File: src/fsd_pkg.sv
// Shared types, constants and helpers for the Floyd-Steinberg dither block.
// No dependencies; imported by every module under src.
`default_nettype none

package fsd_pkg;

    localparam int CFG_W_BITS = 12;
    localparam int CFG_H_BITS = 13;

    localparam logic [CFG_W_BITS-1:0] RESET_WIDTH  = 12'd640;
    localparam logic [CFG_H_BITS-1:0] RESET_HEIGHT = 13'd480;

    // register index, taken from paddr[2]
    localparam logic REG_IMAGE_WIDTH  = 1'b0;
    localparam logic REG_IMAGE_HEIGHT = 1'b1;

    localparam logic [7:0] THRESHOLD = 8'd128;
    localparam logic [7:0] PIX_MAX   = 8'd255;
    localparam logic [7:0] PIX_MIN   = 8'd0;

    localparam logic signed [10:0] WGT_RIGHT = 11'sd7;
    localparam logic signed [10:0] WGT_BL    = 11'sd3;
    localparam logic signed [10:0] WGT_BELOW = 11'sd5;
    localparam logic signed [10:0] DIV_BIAS  = 11'sd15;  // 16 - 1

    // diffused error, magnitude stays below 70
    typedef logic signed [7:0] t_err;

    typedef struct packed {
        logic [CFG_W_BITS-1:0] image_width;
        logic [CFG_H_BITS-1:0] image_height;
    } t_cfg;

    typedef struct packed {
        logic [7:0] quant;       // 0 or 255
        t_err       left_wr;     // finished next-row entry for column x-1
        t_err       pend_left;   // next value of the pending left error
        t_err       pend_center; // next value of the pending center error
        t_err       right;       // error carried to the right neighbor
    } t_diff_out;

    // signed divide by 16, truncating toward zero
    function automatic t_err div16(input logic signed [10:0] v);
        logic signed [10:0] adj;
        adj = v + (v[10] ? DIV_BIAS : 11'sd0);
        return t_err'(adj >>> 4);
    endfunction

endpackage

`default_nettype wire

File: src/fsd_diffuse.sv
// Per-pixel arithmetic: error sum, clamp, threshold and the 7/3/5/1 split.
// Depends on fsd_pkg (error type, div16, result struct).
`default_nettype none

module fsd_diffuse
    import fsd_pkg::*;
(
    input  wire logic [7:0] i_pix,
    input  wire t_err       i_below,
    input  wire t_err       i_right,
    input  wire t_err       i_pend_left,
    input  wire t_err       i_pend_center,
    input  wire logic       i_last_col,
    output t_diff_out       o_res
);

    logic signed [9:0]  sum;
    logic [7:0]         clamped;
    logic [7:0]         quant;
    t_err               err;
    logic signed [10:0] err_x;
    t_err               d7, d3, d5, d1;

    always_comb begin
        sum = $signed({2'b00, i_pix}) + 10'(i_below) + 10'(i_right);
        if (sum < 10'sd0) begin
            clamped = PIX_MIN;
        end else if (sum > $signed({2'b00, PIX_MAX})) begin
            clamped = PIX_MAX;
        end else begin
            clamped = sum[7:0];
        end
        quant = (clamped < THRESHOLD) ? PIX_MIN : PIX_MAX;
        err   = t_err'($signed({1'b0, clamped}) - $signed({1'b0, quant}));
        err_x = 11'(err);
        d7    = div16(err_x * WGT_RIGHT);
        d3    = div16(err_x * WGT_BL);
        d5    = div16(err_x * WGT_BELOW);
        d1    = div16(err_x);

        o_res.quant       = quant;
        o_res.left_wr     = i_pend_left + d3;
        o_res.pend_left   = i_pend_center + d5;
        o_res.pend_center = d1;
        o_res.right       = i_last_col ? t_err'(0) : d7;
    end

endmodule

`default_nettype wire
File: config.mk
export PLATFORM = sky130hd
export DESIGN_NAME = fsd_diffuse
export DESIGN_NICKNAME = d
export VERILOG_FILES = /design/src/fsd_pkg.sv /design/src/fsd_diffuse.sv
export SDC_FILE = /design/constraint.sdc
export NUM_CORES = 1
export LEC_CHECK = 0
export ABC_AREA = 0
export ABC_CLOCK_PERIOD_IN_PS = 64700
export BUFFER_PORTS_ARGS = -buffer_cell sky130_fd_sc_hd__buf_2
export CAP_MARGIN = 20
export CORE_MARGIN = 2
export CORE_UTILIZATION = 30
export DETAILED_ROUTE_END_ITERATION = 8
export MAX_ROUTING_LAYER = met4
export PLACE_DENSITY = 0.47
export RECOVER_POWER = 50
export SYNTH_ARGS = -nofsm -noshare
export SYNTH_HDL_FRONTEND = slang
export SYNTH_SLANG_ARGS = --single-unit
File: constraint.sdc
create_clock -name vclk -period 64.7
set_input_delay 19.41 -clock vclk [all_inputs]
set_output_delay 19.41 -clock vclk [all_outputs]
set_load 0.03 [all_outputs]
==> results.py, run 1 <==
metrics = {
    "final_layout": {
        "final_layout_size_suffix_gt1_share_pct": 15.0,
        "register_area_um2": 0,
        "nNetsFinal": 635,
        "fillers": 1232,
        "num-clock-buffers": 0,
        "final_core_util_pct": 34.6,
        "multiInputGateArea_mm2": 0.00310,
        "design.seq.count": 0,
        "area_growth_pct": 13.4,
        "n_antenna_cell": 0,
        "final_cells": 648,
    },
    "global_route": {
        "grt_max_degree": 12,
        "antenna_found_initial": 0,
        "grt_pass1_vias": 2972,
        "grt_usage_pct": 12.8,
        "grt_overflow": 0,
        "grt_pass1_wl_mm": 13.5,
    },
    "timing": {
        "setup_ws_ns": 16.12,
        "layout_min_cycle_time_ns": 48.58,
        "fin_crit_sh_pct": 75.1,
        "hold_viol_final": 0,
        "setup_tns_ns": 0,
        "max-slew-margin-rel_pct": 36.2,
        "rsz0062_at_grt": "no",
        "slew_violations": 0,
        "max_freq_mhz": 20.6,
        "finalSetupViolations": 0,
        "worstMarginPinSlew_ns": 0.948,
    },
    "drt": {
        "firstDrtPassIters": 4,
        "route.antenna.remaining_nets": 0,
        "routedWlPerCell_um": 11.9,
        "vias": 3060,
        "drcViolationCount": 0,
        "drt_wl_total_mm": 7.74,
        "dr.first_iter.drc_count": 110,
        "viasPerCell": 4.72,
    },
    "yosys": {
        "synth_fp_nets": 567,
        "synthesis.area_mm2": 0.00343,
        "syn_inst": 439,
        "synth_area_per_cell_um2": 7.82,
        "seq_area_frac_synth_pct": 0,
        "yosys_warnings": 0,
        "yosysUniqueCellTypes": 55,
    },
    "clock_tree": {
        "post-cts-setup-buffer-count": 0,
        "ctsResizeCount": 0,
        "hold_buffers": 0,
    },
    "placement": {
        "portBuffers": 81,
        "dp_hpwl_mm": 6.93,
        "dp_cells": 648,
        "place_worst_setup_slack_ns": 16.12,
        "gp_congestion": 0.839,
    },
    "setup_path": {
        "critPathSlowestCell": "o21ai_0",
        "cp.required_ns": 45.29,
        "end_kind": "primary output",
        "critPathMaxStageDelay_ns": 0.53,
        "crit_type": "in -> out",
        "crit_path_max_fanout": 9,
        "cp.arrival_ns": 29.17,
        "worst_setup_path_start_kind": "input port",
    },
    "die": {
        "dieWidth_um": 111,
        "dieArea_mm2": 0.0123,
        "start_util_pct": 30.5,
        "num_rows": 39,
        "fp.dieH_um": 111,
        "io_pins": 81,
        "core_region_area_mm2": 0.0113,
    },
    "worst_hold_path": {
        "hold_class": "in -> out",
    },
    "outcome": {
        "outcome": "finished clean",
    },
    "job": {
        "cap_violations": 0,
    },
}
## layout by cell type (no fill, tap or decap), drive strengths merged, types with 3 or more instances in the layout
| master | count |
|---|---|
| a21o | 11 |
| a21oi | 29 |
| a31oi | 3 |
| and2 | 10 |
| and3 | 3 |
| buf | 62 |
| clkbuf | 19 |
| fa | 21 |
| ha | 66 |
| inv | 63 |
| nand2 | 17 |
| nand2b | 6 |
| nand3 | 10 |
| nand4 | 3 |
| nor2 | 29 |
| nor2b | 4 |
| nor3 | 5 |
| o21a | 11 |
| o21ai | 20 |
| o21bai | 10 |
| or3 | 4 |
| xnor2 | 51 |
| xor2 | 18 |
## layout make-up
type / instances / area share [%]
inverters: 63 / 6.07
multi-input cells: 361 / 79.5
well taps: 143 / 4.59
repair buffers: 81 / 9.79
## worst max-delay path: cells and delay by family
kind                     cells  cell delay, ns
AND/OR/NAND/NOR              8            1.09
XOR/XNOR                     6            1.62
adder cells (fa/ha/maj)      8            2.91
AO/OA/AOI/OAI               17            3.32
buffers and inverters        8            0.82
## cells by family after synthesis
group                    Yosys count  synth area share [%]
AND/OR/NAND/NOR                  102                  15.8
XOR/XNOR                          69                  17.6
buffers and inverters             78                  9.76
multiplexers                       1                 0.328
adder cells (fa/ha/maj)           87                  36.3
AO/OA/AOI/OAI                    102                  20.2
## Yosys cell counts, drive strengths merged, types with 2 or more instances
cell type	n	area share, %
a21o	11	2.4
nor3	5	0.73
o21bai	10	2.2
inv	63	6.9
xor2	18	4.6
nand2b	6	1.1
o2111ai	2	0.51
o21ai	20	3.0
nor3b	2	0.44
fa	21	12
xnor2	51	13
a31oi	3	0.73
a221oi	2	0.87
buf	14	2.8
a211oi	2	0.58
a21oi	29	4.2
nand4	3	0.55
ha	66	24
nor4	2	0.36
nand3	10	1.8
nor2b	4	0.73
or3	4	0.73
nand2	17	1.9
o2111a	2	0.66
and3	3	0.55
a21boi	2	0.44
nor2	29	3.3
and2	10	1.8
o21a	11	2.4
## per-layer routing
metal  global-route usage, %  up-vias  part of all wire [%]
met5                       -        -                     0
met2                    22.8       46                    46
met1                    17.5     1391                    49
met3                   0.383        0                   4.1
met4                       0        0                     0
li1                        -     1623                     -
## path summary, 6_finish.rpt
check,from,end,slack (ns),depth (start not counted)
hold / removal,i_pend_center[0],o_res[16],39.21,3
setup / recovery,i_pix[1],o_res[31],16.12,47
## metrics by stage
stage | hold slack (ns) | cell area (µm²)
2_1_floorplan | 39.09 | 3430
3_3_place_gp | 39.19 | 3920
3_5_place_dp | 39.20 | 3920
4_1_cts | 39.21 | 3920
5_1_grt | 39.23 | 3900
6_report | 39.21 | 3900
Power of run 1 is not shown: default switching activity piles up to over one toggle a cycle in this logic, so the estimate is an artifact.
==> run 2, diff against run 1 <==
--- a/config.mk
+++ b/config.mk
@@ -5,15 +5,15 @@
 export SDC_FILE = /design/constraint.sdc
 export NUM_CORES = 1
 export LEC_CHECK = 0
-export ABC_AREA = 0
-export ABC_CLOCK_PERIOD_IN_PS = 64700
+export ABC_AREA = 1
+export ABC_CLOCK_PERIOD_IN_PS = 42700
 export BUFFER_PORTS_ARGS = -buffer_cell sky130_fd_sc_hd__buf_2
 export CAP_MARGIN = 20
 export CORE_MARGIN = 2
 export CORE_UTILIZATION = 30
 export DETAILED_ROUTE_END_ITERATION = 8
 export MAX_ROUTING_LAYER = met4
-export PLACE_DENSITY = 0.47
+export PLACE_DENSITY = 0.48
 export RECOVER_POWER = 50
 export SYNTH_ARGS = -nofsm -noshare
 export SYNTH_HDL_FRONTEND = slang
==> constraint.sdc (replaced) <==
create_clock -name vclk -period 42.7
set_input_delay 12.81 -clock vclk [all_inputs]
set_output_delay 12.81 -clock vclk [all_outputs]
set_load 0.03 [all_outputs]
==> results.py, run 2 <==
metrics = {
    "outcome": {
        "outcome": "finished clean",
    },
    "yosys": {
        "synthAdderAreaFrac_pct": 33.8,
        "synth_top_family_by_area": "adder cells",
        "synth-simple-area-share_pct": 29.8,
        "synth_compound_area_share_pct": 11.0,
        "syn_inst": 580,
        "synth_area_per_cell_um2": 6.36,
        "synth_xor_area_share_pct": 10.4,
        "synth.largest_area_cell": "ha_1",
        "yosysUniqueCellTypes": 41,
        "synth_fp_nets": 708,
        "synth_mux_area_share_pct": 0,
        "synth.area.top_cells": "ha_1 (22%), nand2_1 (14%), inv_1 (12%)",
        "synth_commonest_cells": "nand2_1 (134), inv_1 (122), ha_1 (66)",
        "synth_top_area_share_pct": 22.4,
        "synth_most_common_cell": "nand2_1",
        "yosys_warnings": 0,
        "synthesis.area_mm2": 0.00369,
        "seq_area_frac_synth_pct": 0,
    },
    "timing": {
        "max-slew-margin-rel_pct": 53.2,
        "slew_violations": 0,
        "rsz0062_at_grt": "no",
        "hold_viol_final": 0,
        "layout_min_cycle_time_ns": 34.12,
        "max_freq_mhz": 29.3,
        "finalSetupViolations": 0,
        "setup_tns_ns": 0,
        "worstMarginPinSlew_ns": 0.695,
        "fin_crit_sh_pct": 79.9,
    },
    "global_route": {
        "grt_overflow": 0,
        "antenna_found_initial": 0,
        "grt_pass1_vias": 3455,
        "grt_max_degree": 13,
        "grt_pass1_wl_mm": 14.3,
        "grt_usage_pct": 12.7,
    },
    "placement": {
        "gp_congestion": 0.843,
        "portBuffers": 81,
        "dp_cells": 796,
        "dp_hpwl_mm": 7.36,
    },
    "drt": {
        "drcViolationCount": 0,
        "dr.first_iter.drc_count": 87,
        "route.antenna.remaining_nets": 0,
        "vias": 3622,
        "firstDrtPassIters": 4,
        "viasPerCell": 4.55,
        "drt_wl_total_mm": 8.06,
        "routedWlPerCell_um": 10.1,
    },
    "setup_path": {
        "critPathBufInv": 10,
        "cp_top_family": "adder cells",
        "crit_path_max_fanout": 9,
        "worst_setup_path_start_kind": "input port",
        "cp.required_ns": 29.89,
        "critPathMaxStageDelay_ns": 0.46,
        "cp.arrival_ns": 21.31,
        "cpMostUsedCell": "nand2_1",
        "end_kind": "primary output",
        "critPathSlowestCell": "fa_1",
        "crit_type": "in -> out",
    },
    "die": {
        "fp.dieH_um": 115,
        "start_util_pct": 30.7,
        "dieArea_mm2": 0.0132,
        "io_pins": 81,
        "num_rows": 40,
        "core_region_area_mm2": 0.0120,
        "dieWidth_um": 115,
    },
    "final_layout": {
        "nNetsFinal": 779,
        "area_growth_pct": 12.8,
        "num-clock-buffers": 0,
        "final_common_cell": "nand2_1",
        "n_antenna_cell": 0,
        "final_cell_mix": "nand2_1 (134), inv_1 (122), ha_1 (66)",
        "register_area_um2": 0,
        "design.seq.count": 0,
        "final_layout_size_suffix_gt1_share_pct": 14.8,
        "fillers": 1325,
        "final_cells": 796,
    },
    "job": {
        "cap_violations": 0,
    },
    "clock_tree": {
        "hold_buffers": 0,
        "ctsResizeCount": 0,
        "post-cts-setup-buffer-count": 0,
    },
    "worst_hold_path": {
        "worstHoldStart": "i_last_col",
        "min_to": "o_res[0]",
        "whs_path_depth": 5,
        "hold_class": "in -> out",
    },
}
[run 2: cell count changes after synthesis, sizes merged, moves of 12 or more]
cell	delta
a21oi	+12
nand2	+126
xnor2	-37
nor2	+19
inv	+61
nand3	+21
[run 2: kinds of logic after synthesis]
group	Yosys count
compound gates	69
xor+xnor	42
fa+ha+maj	87
buf+inv	137
simple gates	245
[run 2: final cells by class]
cell class,count,area [µm²],share of cell area (%)
multi-input cells,443,3130,75.1
well taps,147,184,4.42
inverters,125,469,11.3
repair buffers,81,382,9.17
[run 2: layer usage]
| layer | wire [µm] | global-route usage [%] | vias to the layer above |
|---|---|---|---|
| met3 | 330 | 0.316 | 6 |
| met1 | 4000 | 16.4 | 1594 |
| met5 | 0 | - | - |
| li1 | - | - | 1949 |
| met4 | 77 | 1.12 | 0 |
| met2 | 3660 | 23.0 | 73 |
[run 2: stage by stage]
| stage | cell area [µm²] | worst slack (ns) | util, % | hold slack [ns] |
|---|---|---|---|---|
| 3_3_place_gp | 4190 | 9.04 | 34.9 | 25.98 |
| 4_1_cts | 4190 | 8.63 | 34.9 | 25.99 |
| 2_1_floorplan | 3690 | 9.39 | - | 25.81 |
| 5_1_grt | 4160 | 7.77 | 34.6 | 26.04 |
| 6_report | 4160 | 8.58 | 34.6 | 25.98 |
| 3_5_place_dp | 4190 | 8.65 | 34.9 | 25.98 |
[run 2: worst max-delay path by stage]
stage | cells after the start | slack [ns] | start | to
after floorplan | 48 | 9.39 | i_pix[1] | o_res[31]
after global placement | 50 | 9.04 | i_pix[1] | o_res[31]
after detailed placement | 50 | 8.65 | i_pix[1] | o_res[31]
after CTS | 50 | 8.63 | i_pix[1] | o_res[31]
after global routing | 50 | 7.77 | i_pix[1] | o_res[31]
final | 50 | 8.58 | i_pix[1] | o_res[31]
Power of run 2 is left out for the same reason.
