File: config.mk
export PLATFORM = sky130hd
export DESIGN_NAME = fsd_apb_regs
export DESIGN_NICKNAME = d
export VERILOG_FILES = /design/src/fsd_pkg.sv /design/src/fsd_apb_regs.sv
export SDC_FILE = /design/constraint.sdc
export NUM_CORES = 1
export LEC_CHECK = 0
export ABC_AREA = 1
export BUFFER_PORTS_ARGS = -buffer_cell sky130_fd_sc_hd__buf_2
export CAP_MARGIN = 20
export CORE_MARGIN = 1
export CORE_UTILIZATION = 37
export DETAILED_ROUTE_END_ITERATION = 7
export GPL_TIMING_DRIVEN = 0
export MAX_ROUTING_LAYER = met4
export PLACE_DENSITY = 0.75
export SETUP_SLACK_MARGIN = 0.5
export SYNTH_ARGS = -nofsm -noshare
export SYNTH_HDL_FRONTEND = slang
export SYNTH_SLANG_ARGS = --single-unit
File: constraint.sdc
create_clock -name i_clk -period 1.6 [get_ports i_clk]
set_input_delay 0.48 -clock i_clk [delete_from_list [all_inputs] [get_ports i_clk]]
set_output_delay 0.48 -clock i_clk [all_outputs]
set_load 0.1 [all_outputs]
File: src/fsd_pkg.sv
// Shared types, constants and helpers for the Floyd-Steinberg dither block.
// No dependencies; imported by every module under src.
`default_nettype none

package fsd_pkg;

    localparam int CFG_W_BITS = 12;
    localparam int CFG_H_BITS = 13;

    localparam logic [CFG_W_BITS-1:0] RESET_WIDTH  = 12'd640;
    localparam logic [CFG_H_BITS-1:0] RESET_HEIGHT = 13'd480;

    // register index, taken from paddr[2]
    localparam logic REG_IMAGE_WIDTH  = 1'b0;
    localparam logic REG_IMAGE_HEIGHT = 1'b1;

    localparam logic [7:0] THRESHOLD = 8'd128;
    localparam logic [7:0] PIX_MAX   = 8'd255;
    localparam logic [7:0] PIX_MIN   = 8'd0;

    localparam logic signed [10:0] WGT_RIGHT = 11'sd7;
    localparam logic signed [10:0] WGT_BL    = 11'sd3;
    localparam logic signed [10:0] WGT_BELOW = 11'sd5;
    localparam logic signed [10:0] DIV_BIAS  = 11'sd15;  // 16 - 1

    // diffused error, magnitude stays below 70
    typedef logic signed [7:0] t_err;

    typedef struct packed {
        logic [CFG_W_BITS-1:0] image_width;
        logic [CFG_H_BITS-1:0] image_height;
    } t_cfg;

    typedef struct packed {
        logic [7:0] quant;       // 0 or 255
        t_err       left_wr;     // finished next-row entry for column x-1
        t_err       pend_left;   // next value of the pending left error
        t_err       pend_center; // next value of the pending center error
        t_err       right;       // error carried to the right neighbor
    } t_diff_out;

    // signed divide by 16, truncating toward zero
    function automatic t_err div16(input logic signed [10:0] v);
        logic signed [10:0] adj;
        adj = v + (v[10] ? DIV_BIAS : 11'sd0);
        return t_err'(adj >>> 4);
    endfunction

endpackage

`default_nettype wire

File: src/fsd_apb_regs.sv
// APB-style configuration registers: image width and image height.
// Depends on fsd_pkg.
`default_nettype none

module fsd_apb_regs
    import fsd_pkg::*;
(
    input  wire logic        i_clk,
    input  wire logic        i_rst_n,
    input  wire logic        psel,
    input  wire logic        penable,
    input  wire logic        pwrite,
    input  wire logic [2:0]  paddr,
    input  wire logic [31:0] pwdata,
    output logic [31:0]      prdata,
    output logic             pready,
    output t_cfg             o_cfg
);

    logic [CFG_W_BITS-1:0] r_width;
    logic [CFG_H_BITS-1:0] r_height;
    logic                  wr_hit;

    assign pready = 1'b1;
    assign wr_hit = psel && penable && pwrite;

    always_ff @(posedge i_clk) begin
        if (!i_rst_n) begin
            r_width  <= RESET_WIDTH;
            r_height <= RESET_HEIGHT;
        end else if (wr_hit) begin
            case (paddr[2])
                REG_IMAGE_WIDTH:  r_width  <= pwdata[CFG_W_BITS-1:0];
                REG_IMAGE_HEIGHT: r_height <= pwdata[CFG_H_BITS-1:0];
                default: ;
            endcase
        end
    end

    always_comb begin
        case (paddr[2])
            REG_IMAGE_WIDTH:  prdata = {{(32-CFG_W_BITS){1'b0}}, r_width};
            REG_IMAGE_HEIGHT: prdata = {{(32-CFG_H_BITS){1'b0}}, r_height};
            default:          prdata = '0;
        endcase
    end

    assign o_cfg.image_width  = r_width;
    assign o_cfg.image_height = r_height;

endmodule

`default_nettype wire

==> impl_metrics.toml, run 1 <==
[route]
vias_per_cell = 4.603
drt_iter0_markers = 50
route.detailed.drc = 0
firstDrtPassIters = 7
wl_per_cell_microns = 13.59
finalWirelength_microns = 4688
vias = 1588
antenna_left = 0

[synthesis]
syn_area_per_cell_sq_um = 6.663
yosysUniqueCellTypes = 15
synthCells = 212
synth_edf_count = 0
synth_top_area_share_pct = 35.43
synth_common_cells = "nand2_1, nor2_1, dfxtp_1, nand3_1, buf_4"
netlist_area_sq_um = 1413
synthFlopType = "dfxtp_1"
ys_async_sr_fraction_pct = 0
post-synth-top-count-cell = "nand2_1"
yosysWarnings = 0
synthTopCellsByArea = "dfxtp_1, nand2_1, buf_4"
yosysTopAreaCell = "dfxtp_1"
synth_seq_cells = 25
synth-seq-area-share_pct = 35.43

[power_and_ir_drop]
irDropWorstVdd_mv = 0.3766
p_leak_nw = 1.456
power.density_nw_per_um2 = 669.1

[finish]
area_growth_pct = 113.2
finalNetCount = 338
final_util_pct = 82.26
stdcell_area_sq_um = 3012
drive_gt1_share_pct = 57.24
diodes = 0
stdcell_count = 345

[clock_network]
clock_path_buffers = 2
cts_inserted_buffers = 3
cts_sinks = 25
clock_latency_ns = 0.27
clk_pin_slew_ns = 0.09
cts_tree = "yes"
clockRootBuffer = "clkbuf_8"
cts_htree_levels = 1
cts-hold-fix-buffers = 0

[placed_design]
place_area_sq_um = 2161
portBuffers = 54
dp_hpwl_microns = 2658
placed_cells = 332
gp_congestion = 0.7767

[floorplanning]
rows = 22
die_y_microns = 63.79
ioPinCount = 98
fp.coreArea_sq_um = 3661
die_w_microns = 63.79
start_util_pct = 38.59
die_area_sq_um = 4069

[sta]
report.final.slew_viol_count = 0
setup_violations = 4
setup_ws_ns = -0.006343
hold_viol = 0
finalClockSkew_ns = 0
finalCritPeriodShare_pct = 100.4
rsz0062_at_grt = "yes"
max_freq_mhz = 622.5
fin_crit_ns = 1.606

[worst_setup_path]
crit_fanout = 6
crit_top_cell = "buf_12"
crit_type = "input pin to primary output"
rrSetupSlack_ns = 0.87
slowest_delay_ns = 0.16
r2r_cells = 3
startpoint = "paddr[2]"
endpoint = "prdata[1]"
cp.depth = 6
startpoint_type = "input pin"
required_ns = 1.12
crit_buf_inv = 4
cp_cell_sequence = "buf_12 > inv_12 > buf_16 > nand2_4 > nand2_8 > buf_12"
critPathSlowestCell = "buf_12"
cp_top_family = "buffers and inverters"
cp-end-kind = "primary output"
reg2reg_to = "r_width[10]$_SDFFE_PN0P_"
reg2reg_from = "r_width[10]$_SDFFE_PN0P_"
critical_path_arrival_ns = 1.13

[min_path]
hold_depth = 3
hold_class = "input pin to flip-flop"

[global_routing]
grt_pass1_wl_microns = 7728
grt_max_degree = 14
track_usage_pct = 25.28
grt-ovfl-total = 0
antenna_found_initial = 0
first_global_vias = 1571

[flow_run]
drv_cap = 0

[run_status]
status = "finished, violations left"
violations = "negative setup slack"
[report_power, final]
| part | internal (mW) | total (mW) | switching [mW] |
|---|---|---|---|
| clock network | 0.178 | 0.379 | 0.201 |
| logic | 0.306 | 0.979 | 0.673 |
| registers | 0.618 | 0.657 | 0.0388 |
[metal layers]
metal | routed length (microns) | share of wire, % | vias to the layer above | track usage [%]
li1 | - | - | 769 | -
met1 | 1814 | 39 | 734 | 28.10
met2 | 2504 | 53 | 64 | 44.15
met3 | 210 | 4.5 | 21 | 3.036
met4 | 158 | 3.4 | 0 | 13.07
met5 | 0 | 0 | - | -
[cell type report]
type	instances	area [sq um]
Buffer	32	302.8
Timing Repair Buffer	63	929.6
Multi-Input combinational cell	158	1007
Sequential cell	25	594.3
Clock buffer	4	45.04
Tap cell	48	60.06
Fill cell	196	649.4
Inverter	15	72.57
[how the worst min path moves through the flow]
stage,endpoint,slack [ns],from
floorplan,r_width[7]$_SDFFE_PN1P_,0.61,pwdata[7]
global placement,r_height[7]$_SDFFE_PN1P_,0.45,r_height[7]$_SDFFE_PN1P_
detailed placement,r_height[7]$_SDFFE_PN1P_,0.45,r_height[7]$_SDFFE_PN1P_
CTS,r_height[5]$_SDFFE_PN1P_,0.44,pwdata[5]
global route,r_height[5]$_SDFFE_PN1P_,0.43,pwdata[5]
finish,r_width[9]$_SDFFE_PN1P_,0.43,pwdata[9]
[logic make-up (layout without fill, tap and decap cells)]
group,Yosys count,after routing,share of synthesized area (%)
buffers and inverters,47,114,21.79
DFF,25,25,35.43
other,2,20,0.5316
and+or+nand+nor,138,138,42.25
[state kept, by name, indices dropped and copies added (netlist names)]
register / flops
r_height: 13
r_width: 12
[through the flow]
step	TNS, ns	hold slack (ns)	setup WS, ns	power [mW]
global placement	-4.366	0.4526	-0.3773	1.428
CTS	0	0.4429	0.005046	1.983
global route	-0.1567	0.4344	-0.01987	2.077
finish	-0.01703	0.4265	-0.006343	2.015
floorplan	-0.1310	0.6054	-0.06466	1.347
detailed placement	-4.413	0.4548	-0.3765	1.434
[repair_timing]
item,CTS,global route
pin swaps,4,10
setup buffers,5,1
gates cloned,1,2
resized for setup,182,12
setup endpoints to repair,38,51
[cells in the final DEF (no fill, tap or decap), drive strengths merged]
master and count:
nor2 41, clkinvlp 1, nand3 26, inv 14, buf 94, dfxtp 25, nand2 71, conb 20
clkbuf 5
[worst min-delay path, delay by kind of cell]
family,cells,cell delay [ns]
buffers and inverters,1,0.09
and+or+nand+nor,2,0.10
Note: power is estimated with default switching activity, not from simulation.
==> run 2: changes to the inputs <==
--- a/config.mk
+++ b/config.mk
@@ -5,7 +5,6 @@
 export SDC_FILE = /design/constraint.sdc
 export NUM_CORES = 1
 export LEC_CHECK = 0
-export ABC_AREA = 1
 export BUFFER_PORTS_ARGS = -buffer_cell sky130_fd_sc_hd__buf_2
 export CAP_MARGIN = 20
 export CORE_MARGIN = 1
@@ -13,7 +12,7 @@
 export DETAILED_ROUTE_END_ITERATION = 7
 export GPL_TIMING_DRIVEN = 0
 export MAX_ROUTING_LAYER = met4
-export PLACE_DENSITY = 0.75
+export PLACE_DENSITY = 0.77
 export SETUP_SLACK_MARGIN = 0.5
 export SYNTH_ARGS = -nofsm -noshare
 export SYNTH_HDL_FRONTEND = slang
==> run 2 against run 1 <==
Effect of this change:
- the flow still finishes with violations (negative setup slack)
- clock-buffer cell count unchanged
- highest routed layer unchanged
- critical endpoint is now prdata[8]
- largest cell class unchanged
- global-route usage down 2.3 points
- sequential cell count unchanged
- first-iteration DRC count up 16%
==> impl_metrics.toml, run 2 <==
[run_status]
status = "finished, violations left"
violations = "negative setup slack"

[clock_network]
cts-hold-fix-buffers = 0
cts_inserted_buffers = 3
cts_sinks = 25
cts_tree = "yes"
clock_path_buffers = 2
clockRootBuffer = "clkbuf_4"
cts_htree_levels = 1
clk_pin_slew_ns = 0.13
clock_latency_ns = 0.31

[route]
vias = 1256
firstDrtPassIters = 6
antenna_left = 0
wl_per_cell_microns = 16.83
drt_iter0_markers = 58
finalWirelength_microns = 4612
vias_per_cell = 4.584
route.detailed.drc = 0

[worst_setup_path]
required_ns = 1.12
cp-end-kind = "primary output"
startpoint_type = "input pin"
crit_type = "input pin to primary output"
crit_top_cell = "buf_12"
critPathSlowestCell = "mux2_4"
crit_buf_inv = 3
critical_path_arrival_ns = 1.22
cp_top_family = "buffers and inverters"
slowest_delay_ns = 0.31
cp_cell_sequence = "buf_12 > buf_12 > mux2_4 > buf_12"
crit_fanout = 6

[synthesis]
yosysUniqueCellTypes = 14
synth-seq-area-share_pct = 38.17
ys_async_sr_fraction_pct = 0
syn_area_per_cell_sq_um = 9.434
synthCells = 139
netlist_area_sq_um = 1311
post-synth-top-count-cell = "nand2_1"
synthTopCellsByArea = "dfxtp_1, mux2i_1, buf_4"
yosysTopAreaCell = "dfxtp_1"
yosysWarnings = 0
synth_edf_count = 0
synth_top_area_share_pct = 38.17
synth_seq_cells = 25
synthFlopType = "dfxtp_1"
synth_common_cells = "nand2_1, dfxtp_1, mux2i_1"

[sta]
setup_ws_ns = -0.1048
hold_viol = 0
max_freq_mhz = 586.6
rsz0062_at_grt = "yes"
report.final.slew_viol_count = 0
finalCritPeriodShare_pct = 106.5
finalClockSkew_ns = 0
setup_violations = 12
fin_crit_ns = 1.705
setup_tns_ns = -0.9362

[finish]
finalNetCount = 269
largestRegisters = "r_height x13, r_width x12"
drive_gt1_share_pct = 60.09
stdcell_area_sq_um = 2664
final_cell_mix = "buf_12, nand2_1, dfxtp_4"
diodes = 0
layout_commonest_cell = "buf_12"
top_register = "r_height"
area_growth_pct = 103.1
largest_register_ffs = 13

[floorplanning]
fp.coreArea_sq_um = 3363
start_util_pct = 38.99
die_area_sq_um = 3786
die_y_microns = 61.53
rows = 21
die_w_microns = 61.53
ioPinCount = 98

[global_routing]
grt_pass1_wl_microns = 6030
grt-ovfl-total = 0
antenna_found_initial = 0
grt_max_degree = 14
first_global_vias = 1229
track_usage_pct = 22.96

[flow_run]
drv_cap = 0

[placed_design]
place_area_sq_um = 1881
portBuffers = 55
gp_congestion = 0.6850
preCtsSetupSlack_ns = -0.2501

[power_and_ir_drop]
power.density_nw_per_um2 = 615.0
irDropWorstVdd_mv = 0.3615
p_leak_nw = 1.203

[min_path]
hold_class = "input pin to flip-flop"
[run 2: per-layer routing]
layer | vias up | global-route usage [%] | part of all wire (%)
met5 | - | - | 0
met4 | 0 | 8.254 | 1.6
li1 | 600 | - | -
met2 | 58 | 41.63 | 52
met3 | 10 | 4.622 | 6.1
met1 | 588 | 24.49 | 40
[run 2: layout make-up]
cell class / instances / area (sq um)
repair buffers: 67 / 1006
multi-input cells: 103 / 728.2
fillers: 173 / 699.4
flip-flops and latches: 25 / 594.3
plain buffers: 29 / 251.5
well taps: 46 / 57.56
clock buffers: 4 / 26.28
[run 2: path summary, 6_finish.rpt]
check                                         startpoint                  endpoint  slack, ns  cells past startpoint
worst max register to register  r_height[5]$_SDFFE_PN1P_  r_height[5]$_SDFFE_PN1P_       0.86                      2
worst max-delay path                            paddr[2]                 prdata[8]      -0.10                      4
worst min-delay path                           pwdata[3]   r_width[3]$_SDFFE_PN0P_       0.41                      3
worst min register to register  r_height[1]$_SDFFE_PN0P_  r_height[1]$_SDFFE_PN0P_       0.50                      2
[run 2: what timing repair did]
| item | 4_1_cts | 5_1_grt |
|---|---|---|
| setup buffers | 2 | 8 |
| setup endpoints to repair | 39 | 61 |
| pin swaps | 1 | 0 |
| hold endpoints to repair | 0 | 0 |
| resized for setup | 159 | 14 |
| cloned | 2 | 0 |
[run 2: cell families (layout without fill, tap and decap cells)]
family	Yosys count	count (layout)	synth area share, %
multiplexers	37	37	29.39
buffers and inverters	29	100	15.36
other	2	20	0.5727
flip-flops	25	25	38.17
AND/OR/NAND/NOR	46	46	16.51
[run 2: per-stage QoR]
stage	hold slack, ns	std cells	utilization [%]	total power, mW
2_1_floorplan	0.6116	157	-	1.155
5_1_grt	0.4068	274	79.20	1.683
4_1_cts	0.3807	266	76.41	1.614
3_3_place_gp	0.4664	258	55.92	1.216
3_5_place_dp	0.4712	258	55.92	1.218
6_report	0.4079	274	79.20	1.638
[run 2: tightest hold or removal path, delay by kind of cell]
family	cells	cell delay [ns]
multiplexers	1	0.06
buffers and inverters	1	0.10
AND/OR/NAND/NOR	1	0.06
[run 2: power breakdown]
part	internal, mW	switching [mW]	total, mW	leakage, nW
registers	0.604	0.0187	0.623	0.217
clock network	0.0974	0.185	0.282	0.0150
logic	0.230	0.503	0.733	0.971
total	0.931	0.707	1.64	1.20
==> run 3: changes to the inputs <==
--- a/config.mk
+++ b/config.mk
@@ -7,8 +7,8 @@
 export LEC_CHECK = 0
 export BUFFER_PORTS_ARGS = -buffer_cell sky130_fd_sc_hd__buf_2
 export CAP_MARGIN = 20
-export CORE_MARGIN = 1
 export CORE_UTILIZATION = 37
+export CTS_BUF_LIST = sky130_fd_sc_hd__clkbuf_8
 export DETAILED_ROUTE_END_ITERATION = 7
 export GPL_TIMING_DRIVEN = 0
 export MAX_ROUTING_LAYER = met4
==> run 3 against run 2 <==
Effect of this change:
- the run still ends with negative setup slack left
- cell area is 2.8% higher
- power increased by 7.0%
- sequential share of layout area shrank 0.60 points
- cell count rose by 1.5%
- register-to-register slack worse by 0.16 ns
- wire length increased by 9.1%
- core utilization up 2.2 points
- sequential power about the same
- first-iteration DRC count decreased by 22%
- fmax shrank 0.46%
- combinational power increased by 2%
- critical path type unchanged
==> impl_metrics.toml, run 3 (synthesis gave the netlist of run 2 again) <==
[route]
vias_per_cell = 4.651
firstDrtPassIters = 4
antenna_left = 0
drt_iter0_markers = 45
wl_per_cell_microns = 18.10
finalWirelength_microns = 5032
vias = 1293
route.detailed.drc = 0

[finish]
final_util_pct = 81.40
final_cell_mix = "buf_12, nand2_1, mux2i_1, dfxtp_4, buf_4"
diodes = 0
area_growth_pct = 108.8
largest_register_ffs = 13
seq_area_sq_um = 594.3
drive_gt1_share_pct = 60.34
layout_commonest_cell = "buf_12"
finalNetCount = 273
stdcell_area_sq_um = 2738
top_register = "r_height"
num-fill-cells = 170
multiInputGateArea_sq_um = 724.4
largestRegisters = "r_height x13, r_width x12"

[worst_setup_path]
rrSetupSlack_ns = 0.70
cp_top_family = "buffers and inverters"
critPathSlowestCell = "mux2_4"
cp-end-kind = "primary output"
crit_fanout = 6
reg2reg_from = "r_width[9]$_SDFFE_PN1P_"
crit_type = "input pin to primary output"
crit_buf_inv = 3
critical_path_arrival_ns = 1.23
crit_top_cell = "buf_12"
reg2reg_to = "r_width[9]$_SDFFE_PN1P_"
cp.depth = 4
cp_cell_sequence = "buf_12 > buf_16 > mux2_4 > buf_12"
slowest_delay_ns = 0.32
required_ns = 1.12
startpoint_type = "input pin"
r2r_cells = 3

[global_routing]
grt-ovfl-total = 0
grt_pass1_wl_microns = 6161
antenna_found_initial = 0
grt_max_degree = 14
track_usage_pct = 23.98
first_global_vias = 1199

[floorplanning]
start_util_pct = 38.99
rows = 21
die_area_sq_um = 3786
die_w_microns = 61.53
die_y_microns = 61.53
ioPinCount = 98
fp.coreArea_sq_um = 3363

[clock_network]
clk_pin_slew_ns = 0.09
cts_htree_levels = 1
cts_tree = "yes"
clock_path_buffers = 2
clockRootBuffer = "clkbuf_8"
cts_inserted_buffers = 3
cts_sinks = 25
clock_latency_ns = 0.27
cts-hold-fix-buffers = 0

[min_path]
hp-start = "pwdata[1]"
hold_end = "r_width[1]$_SDFFE_PN0P_"
hold_class = "input pin to flip-flop"
hold_depth = 3

[power_and_ir_drop]
p_leak_nw = 1.240
power.density_nw_per_um2 = 640.2
irDropWorstVdd_mv = 0.3682

[placed_design]
gp_congestion = 0.6850
portBuffers = 55
place_area_sq_um = 1881

[flow_run]
drv_cap = 0

[sta]
finalClockSkew_ns = 0
report.final.slew_viol_count = 0
rsz0062_at_grt = "yes"
setup_ws_ns = -0.1126
max_freq_mhz = 583.9
hold_viol = 0
finalCritPeriodShare_pct = 107.0
setup_tns_ns = -0.9139
fin_crit_ns = 1.713
setup_violations = 9

[run_status]
violations = "negative setup slack"
status = "finished, violations left"
## run 3: final cells by class
type | instances | share of cell area, %
plain buffers | 29 | 9.186
clock buffers | 3 | 1.508
clock inverters | 1 | 0.1371
multi-input cells | 103 | 26.46
flip-flops and latches | 25 | 21.71
well taps | 46 | 2.102
repair buffers | 71 | 38.89
## run 3: worst max path at each step
stage                  start          to
finish              paddr[2]   prdata[6]
global route        paddr[2]   prdata[6]
CTS                 paddr[2]   prdata[3]
detailed placement  paddr[2]   prdata[3]
global placement    paddr[2]   prdata[3]
floorplan           paddr[2]  prdata[11]
## run 3: through the flow
stage | instances | power [mW] | worst slack (ns) | hold WS [ns]
floorplan | 157 | 1.155 | -0.04737 | 0.6116
CTS | 268 | 1.701 | -0.09821 | 0.4494
finish | 278 | 1.753 | -0.1126 | 0.4664
detailed placement | 258 | 1.218 | -0.2501 | 0.4712
global route | 278 | 1.799 | -0.1145 | 0.4616
global placement | 258 | 1.216 | -0.2484 | 0.4664
## run 3: repair_timing
item | in CTS | in global routing
resized for setup | 160 | 12
pin swaps | 1 | 0
gates cloned | 2 | 0
setup buffers | 4 | 10
endpoints found under the setup margin | 54 | 61
endpoints found under the hold margin | 0 | 0
## run 3: metal layers
metal	routed length [microns]	vias to the layer above	GRT usage (%)
met5	0	-	-
met4	72	0	7.619
met2	2650	65	43.32
met3	251	8	4.622
li1	-	601	-
met1	2058	619	26.24
## run 3: power by group
part / internal [mW] / leakage (nW) / total (mW) / switching [mW]
clock network: 0.172 / 0.0269 / 0.386 / 0.214
registers: 0.604 / 0.217 / 0.622 / 0.0185
logic: 0.236 / 0.996 / 0.744 / 0.509
total: 1.01 / 1.24 / 1.75 / 0.741
## run 3: worst register-to-register path, stage by stage, from the launching register on
cell     delay (ns)
dfxtp_4        0.37
buf_4          0.14
nor2b_1        0.18
mux2i_1        0.10
